$ cat src/design/palindromic_tree_builder_core_assert.svh
// ----------------------------------------------------------------------------
// Palindromic tree builder assertion macros
// Clocked implication checks, compiled out when NO_ASSERTIONS is set.
// ----------------------------------------------------------------------------
`ifndef PALINDROMIC_TREE_BUILDER_CORE_ASSERT_SVH
`define PALINDROMIC_TREE_BUILDER_CORE_ASSERT_SVH

`ifndef NO_ASSERTIONS
// consequent holds in the same cycle as the antecedent
`define PTB_ASSERT_NOW(label, clk, rst, ante, cons) \
   label: assert property (@(posedge clk) disable iff (rst) (ante) |-> (cons)) \
      else $error("ptb assertion failed");
// consequent holds in the cycle after the antecedent
`define PTB_ASSERT_NEXT(label, clk, rst, ante, cons) \
   label: assert property (@(posedge clk) disable iff (rst) (ante) |=> (cons)) \
      else $error("ptb assertion failed");
`else
`define PTB_ASSERT_NOW(label, clk, rst, ante, cons)
`define PTB_ASSERT_NEXT(label, clk, rst, ante, cons)
`endif

`endif

$ cat src/design/ptb_pkg.sv
// ----------------------------------------------------------------------------
// Palindromic tree builder package
// Sizes, command and status codes, controller operations and helpers.
// ----------------------------------------------------------------------------
`timescale 1ns / 1ps

package ptb_pkg;

   localparam int MAX_NODES   = 1024;
   localparam int NODE_W      = $clog2(MAX_NODES);
   localparam int CNT_W       = NODE_W + 1;
   localparam int MAX_TEXT    = 1024;
   localparam int TEXT_AW     = $clog2(MAX_TEXT);
   localparam int POS_W       = TEXT_AW + 1;
   localparam int ALPHABET    = 26;
   localparam int LET_W       = 5;
   localparam int MAX_STRINGS = 4;
   localparam int STR_W       = 2;
   localparam int LEN_W       = 12;
   localparam int EDGE_DEPTH  = MAX_NODES * ALPHABET;
   localparam int EDGE_AW     = $clog2(EDGE_DEPTH);
   localparam int KEY_W       = NODE_W + LET_W;

   localparam logic [CNT_W-1:0] COUNT_MAX = {CNT_W{1'b1}};

   localparam logic [1:0] CMD_ADD   = 2'd0;
   localparam logic [1:0] CMD_END   = 2'd1;
   localparam logic [1:0] CMD_COUNT = 2'd2;
   localparam logic [1:0] CMD_READ  = 2'd3;

   localparam logic [1:0] ST_OK         = 2'd0;
   localparam logic [1:0] ST_TABLE_FULL = 2'd1;
   localparam logic [1:0] ST_TEXT_LONG  = 2'd2;
   localparam logic [1:0] ST_BAD_INDEX  = 2'd3;

   typedef enum logic [4:0] {
      OP_NONE, OP_LATCH, OP_ERR_OUT, OP_ERR_FULL,
      OP_ADD_BEGIN, OP_END_BEGIN, OP_CNT_BEGIN, OP_READ_BEGIN,
      OP_WALK_RD, OP_WALK_TX, OP_WALK_STEP, OP_PAR_SET, OP_Q_SET,
      OP_EDGE_NODE, OP_FOUND, OP_FOUND_UPD, OP_CREATE, OP_LINK_WR, OP_ADD_FIN,
      OP_CP_RD, OP_CP_WR, OP_P2_RD, OP_P2_LNK, OP_P2_WR, OP_REP_RD, OP_REP_OUT
   } dp_op_type;

   typedef struct packed {
      logic [1:0] cmd;
      logic [1:0] err;
      logic       walk_hit;
      logic       edge_valid;
      logic       table_full;
      logic       par_root0;
      logic       idx_last;
      logic       used_two;
   } dp_status_type;

   function automatic logic [EDGE_AW-1:0] edge_addr(input logic [NODE_W-1:0] node,
                                                    input logic [LET_W-1:0] letter);
      edge_addr = EDGE_AW'(node) * EDGE_AW'(ALPHABET) + EDGE_AW'(letter);
   endfunction

   function automatic logic [CNT_W-1:0] sat_add(input logic [CNT_W-1:0] a,
                                                input logic [CNT_W-1:0] b);
      logic [CNT_W:0] sum;
      sum = {1'b0, a} + {1'b0, b};
      sat_add = sum[CNT_W] ? COUNT_MAX : sum[CNT_W-1:0];
   endfunction

endpackage

$ cat src/design/ptb_ctrl.sv
// ----------------------------------------------------------------------------
// Palindromic tree builder controller
// Sequences one command at a time and issues one datapath operation per cycle.
// ----------------------------------------------------------------------------
`timescale 1ns / 1ps

module ptb_ctrl (
   input  logic                   clock,
   input  logic                   reset,
   input  logic                   start,
   input  ptb_pkg::dp_status_type stat,
   output ptb_pkg::dp_op_type     op,
   output logic                   busy
);

   typedef enum logic [3:0] {
      S_IDLE, S_DISPATCH, S_WRD, S_WTX, S_WCMP, S_ENODE, S_ECHK, S_FUPD, S_FIN,
      S_CRD, S_CWR, S_PRD, S_PLNK, S_PWR, S_RRD, S_ROUT
   } state_type;

   state_type state_ff, state_in;
   logic      second_ff, second_in;

   assign busy = (state_ff != S_IDLE);

   always_comb begin
      state_in  = state_ff;
      second_in = second_ff;
      op        = ptb_pkg::OP_NONE;
      case (state_ff)
         S_IDLE: begin
            if (start) begin
               op       = ptb_pkg::OP_LATCH;
               state_in = S_DISPATCH;
            end
         end
         S_DISPATCH: begin
            second_in = 1'b0;
            if (stat.err != ptb_pkg::ST_OK) begin
               op       = ptb_pkg::OP_ERR_OUT;
               state_in = S_IDLE;
            end else begin
               case (stat.cmd)
                  ptb_pkg::CMD_ADD: begin
                     op       = ptb_pkg::OP_ADD_BEGIN;
                     state_in = S_WRD;
                  end
                  ptb_pkg::CMD_END: begin
                     op       = ptb_pkg::OP_END_BEGIN;
                     state_in = S_RRD;
                  end
                  ptb_pkg::CMD_COUNT: begin
                     op       = ptb_pkg::OP_CNT_BEGIN;
                     state_in = stat.used_two ? S_RRD : S_CRD;
                  end
                  default: begin
                     op       = ptb_pkg::OP_READ_BEGIN;
                     state_in = S_RRD;
                  end
               endcase
            end
         end
         S_WRD: begin
            op       = ptb_pkg::OP_WALK_RD;
            state_in = S_WTX;
         end
         S_WTX: begin
            op       = ptb_pkg::OP_WALK_TX;
            state_in = S_WCMP;
         end
         S_WCMP: begin
            if (stat.walk_hit) begin
               op       = second_ff ? ptb_pkg::OP_Q_SET : ptb_pkg::OP_PAR_SET;
               state_in = S_ENODE;
            end else begin
               op       = ptb_pkg::OP_WALK_STEP;
               state_in = S_WRD;
            end
         end
         S_ENODE: begin
            op       = ptb_pkg::OP_EDGE_NODE;
            state_in = S_ECHK;
         end
         S_ECHK: begin
            if (second_ff) begin
               op       = ptb_pkg::OP_LINK_WR;
               state_in = S_FIN;
            end else if (stat.edge_valid) begin
               op       = ptb_pkg::OP_FOUND;
               state_in = S_FUPD;
            end else if (stat.table_full) begin
               op       = ptb_pkg::OP_ERR_FULL;
               state_in = S_IDLE;
            end else begin
               op        = ptb_pkg::OP_CREATE;
               second_in = 1'b1;
               state_in  = stat.par_root0 ? S_FIN : S_WRD;
            end
         end
         S_FUPD: begin
            op       = ptb_pkg::OP_FOUND_UPD;
            state_in = S_FIN;
         end
         S_FIN: begin
            op       = ptb_pkg::OP_ADD_FIN;
            state_in = S_RRD;
         end
         S_CRD: begin
            op       = ptb_pkg::OP_CP_RD;
            state_in = S_CWR;
         end
         S_CWR: begin
            op       = ptb_pkg::OP_CP_WR;
            state_in = stat.idx_last ? S_PRD : S_CRD;
         end
         S_PRD: begin
            op       = ptb_pkg::OP_P2_RD;
            state_in = S_PLNK;
         end
         S_PLNK: begin
            op       = ptb_pkg::OP_P2_LNK;
            state_in = S_PWR;
         end
         S_PWR: begin
            op       = ptb_pkg::OP_P2_WR;
            state_in = stat.idx_last ? S_RRD : S_PRD;
         end
         S_RRD: begin
            op       = ptb_pkg::OP_REP_RD;
            state_in = S_ROUT;
         end
         S_ROUT: begin
            op       = ptb_pkg::OP_REP_OUT;
            state_in = S_IDLE;
         end
         default: begin
            state_in = S_IDLE;
         end
      endcase
   end

   always_ff @(posedge clock) begin
      if (reset) begin
         state_ff  <= S_IDLE;
         second_ff <= 1'b0;
      end else begin
         state_ff  <= state_in;
         second_ff <= second_in;
      end
   end

endmodule

$ cat config.mk
export PLATFORM = sky130hd
export DESIGN_NAME = ptb_ctrl
export DESIGN_NICKNAME = d
export VERILOG_FILES = /design/src/design/palindromic_tree_builder_core_assert.svh /design/src/design/ptb_pkg.sv /design/src/design/ptb_ctrl.sv
export SDC_FILE = /design/constraint.sdc
export NUM_CORES = 1
export LEC_CHECK = 0
export ABC_AREA = 1
export ABC_CLOCK_PERIOD_IN_PS = 1100
export CORE_MARGIN = 3
export CORE_UTILIZATION = 35
export CTS_CLUSTER_DIAMETER = 150
export CTS_CLUSTER_SIZE = 24
export DETAILED_ROUTE_END_ITERATION = 10
export DONT_BUFFER_PORTS = 1
export PLACE_DENSITY_LB_ADDON = 0.1
export SKIP_LAST_GASP = 1
export SYNTH_ARGS = -nofsm -noshare
export SYNTH_HDL_FRONTEND = slang
export SYNTH_SLANG_ARGS = --single-unit
$ cat constraint.sdc
create_clock -name clock -period 1.1 [get_ports clock]
set_input_delay 0.11 -clock clock [delete_from_list [all_inputs] [get_ports clock]]
set_output_delay 0.11 -clock clock [all_outputs]
set_load 0.01 [all_outputs]
==> flow_metrics.py <==
metrics = {
    "synth": {
        "syn-instance-count": 121,
        "synth_seq_cells": 5,
        "yosysWarnings": 0,
        "synth_enable_flop_cells": 0,
        "synth.distinct_cells": 21,
        "synth_common_cells": "30 x nand2_1, 27 x nor2_1, 13 x inv_1, 12 x nand3_1",
        "synthArstFlopShare_pct": 0,
        "syn_avg_cell_area_um2": 5.22,
        "syn-num-nets": 134,
        "synth_top_area_share_pct": 17.8,
        "seq_area_frac_synth_pct": 15.8,
        "yosysMostFrequentCell": "nand2_1",
        "syn_area_um2": 632,
        "synth_top_area_cell": "nand2_1",
        "synthFlopType": "dfxtp_1",
        "synth_area_leaders": "nand2_1 18%, nor2_1 16%, dfxtp_1 16%, nand3_1 9.5%, inv_1 7.7%",
    },
    "final_layout": {
        "num-fill-cells": 145,
        "multi_input_area_um2": 584,
        "post-route-cell-area_um2": 1030,
        "drive_gt1_share_pct": 50.7,
        "layout.cells.non_filler": 170,
        "area_delta_synth_final_pct": 62.6,
        "antennaDiodeCount": 0,
        "seqCellArea_um2": 116,
        "fin_nets": 160,
    },
    "pwr": {
        "p_per_area_nw_per_um2": 1730,
        "power_uw": 1780,
        "power_leakage_uw": 0.000500,
        "irDropWorstVdd_mv": 1.36,
    },
    "global_route": {
        "grt_pass1_wl_um": 3160,
        "track_usage_pct": 16.9,
        "gr-total-overflow": 0,
        "grt_pass1_vias": 743,
        "grt_max_degree": 9,
        "antenna_found_initial": 0,
    },
    "clock_network": {
        "h-tree-depth": 1,
        "clk_pin_slew_worst_paths_ps": 40,
        "clock-sinks": 5,
        "numCtsBuffers": 3,
        "clock_latency_ps": 240,
        "clockBufferDepth": 2,
        "cts_root_buf": "clkbuf_4",
        "cts_tree": "built",
    },
    "drt": {
        "num_vias": 846,
        "drc": 0,
        "wl_per_cell_um": 12.2,
        "drt-pass1-iter-count": 4,
        "ant_nets": 0,
        "viasPerCell": 4.98,
        "routed_wl_um": 2070,
        "first_iter_violations": 20,
    },
    "floorplanning": {
        "coreArea_um2": 1590,
        "io_pins": 19,
        "num_rows": 14,
        "die_w_um": 48.5,
        "die-area_um2": 2350,
        "die_h_um": 48.5,
        "initial_utilization_pct": 39.6,
    },
    "timing": {
        "timing.fmax_mhz": 689,
        "slew_headroom_pct": 75.3,
        "fin_worst_skew_ps": 2.40,
        "setup_viol": 10,
        "rsz0062_at_grt": "yes",
        "maxSlewViolCount": 0,
        "fin_crit_sh_pct": 132,
        "finalCriticalPeriod_ps": 1450,
        "hold_viol": 0,
        "worst_pin_slew_ps": 369,
        "setup_slack_ps": -352,
    },
    "worst_setup_path": {
        "arrival_ps": 1340,
        "crit_path_start_kind": "flop",
        "cp_max_fo": 4,
        "ff2ff_setup_slack_ps": -100,
        "cp.required_ps": 990,
        "end_kind": "output port",
        "path_class": "reg -> out",
    },
    "placement": {
        "dp.cells": 160,
        "place.gp.congestion": 0.879,
        "dp_hpwl_um": 1620,
        "port-buffer-count": 0,
        "place_area_um2": 806,
    },
    "run": {
        "maxCapViolCount": 0,
    },
    "status": {
        "violations": "setup timing",
        "status": "finished with violations",
    },
    "min_path": {
        "min_path_type": "in -> reg",
    },
}
registers in the layout, summed over array words and instances (netlist names):
| name | flops |
|---|---|
| second_ff | 1 |
| state_ff | 4 |
per-layer routing:
metal,vias to the layer above,part of all wire [%],global-route usage [%]
met3,2,6.2,4.29
li1,438,-,-
met5,-,0,0
met1,379,42,19.8
met4,0,0.58,2.84
met2,27,51,31.2
worst paths after layout:
check / startpoint / to / depth (start not counted)
hold / removal: reset / state_ff[2]$_SDFFE_PP0P_ / 3
setup reg to reg: state_ff[3]$_SDFFE_PP0P_ / state_ff[1]$_SDFFE_PP0P_ / 9
setup / recovery: state_ff[2]$_SDFFE_PP0P_ / op[0] / 7
hold reg to reg: second_ff$_SDFFE_PP0P_ / second_ff$_SDFFE_PP0P_ / 2
through the flow:
| step | setup TNS [ps] | worst slack, ps | util (%) | hold slack [ps] |
|---|---|---|---|---|
| after floorplan | -80.2 | -80.2 | - | 165 |
| after global placement | -1010 | -147 | 50.5 | 171 |
| after detailed placement | -1140 | -183 | 50.5 | 169 |
| after CTS | -1720 | -333 | 57.1 | 7.77 |
| after global routing | -2420 | -425 | 64.4 | 1.93 |
| final | -1710 | -352 | 64.4 | 6.74 |
final cells by class:
class | count | share of cell area (%)
clock buffer | 4 | 2.56
sequential | 5 | 11.3
inverter | 19 | 7.43
tap | 24 | 2.92
timing repair buffer | 23 | 18.9
multi-input combinational | 95 | 56.9
kinds of logic after synthesis:
family          after synthesis  synth area share (%)
compound gates               14                  13.1
simple gates                 81                  58.4
flops                         5                  15.8
buf+inv                      21                  12.7
where the power goes:
| part | total (µW) | internal [µW] | switching, µW |
|---|---|---|---|
| sequential | 334 | 241 | 93.3 |
| combinational | 1230 | 569 | 664 |
| clock | 212 | 137 | 74.9 |
| total | 1780 | 947 | 832 |
critical path, cell delays in order, from the launching register on:
cell and delay, ps:
dfxtp_4 360, nor2_4 140, inv_2 60, nor2_4 130, nand2_4 80, nor2_4 100, nor2_2 40, a21oi_2 180
layout by cell type, fill, tap and decap left out, types with 3 or more instances in the layout:
cell type  Yosys  final
dfxtp_4        0      4
nand3_1       12      9
clkbuf_4       0      3
nand2_4        1      3
nand2_1       30     21
inv_1         13     11
o21ai_0        3      3
nand2_2        1      8
buf_6          0      5
nor2_4         3      8
nand3_2        0      3
inv_2          6      6
buf_4          0     17
a21oi_2        1      5
nor2_1        27     18
nor2_2         3      7
timing repair:
action                                 in CTS  in global routing
buffers inserted                            1                  4
setup endpoints to repair                  11                 11
hold buffers                                1                  0
pin swaps                                  10                 18
endpoints found under the hold margin       3                  0
gates resized for setup                    21                 23
No activity file was read; power rests on OpenSTA's default activity.
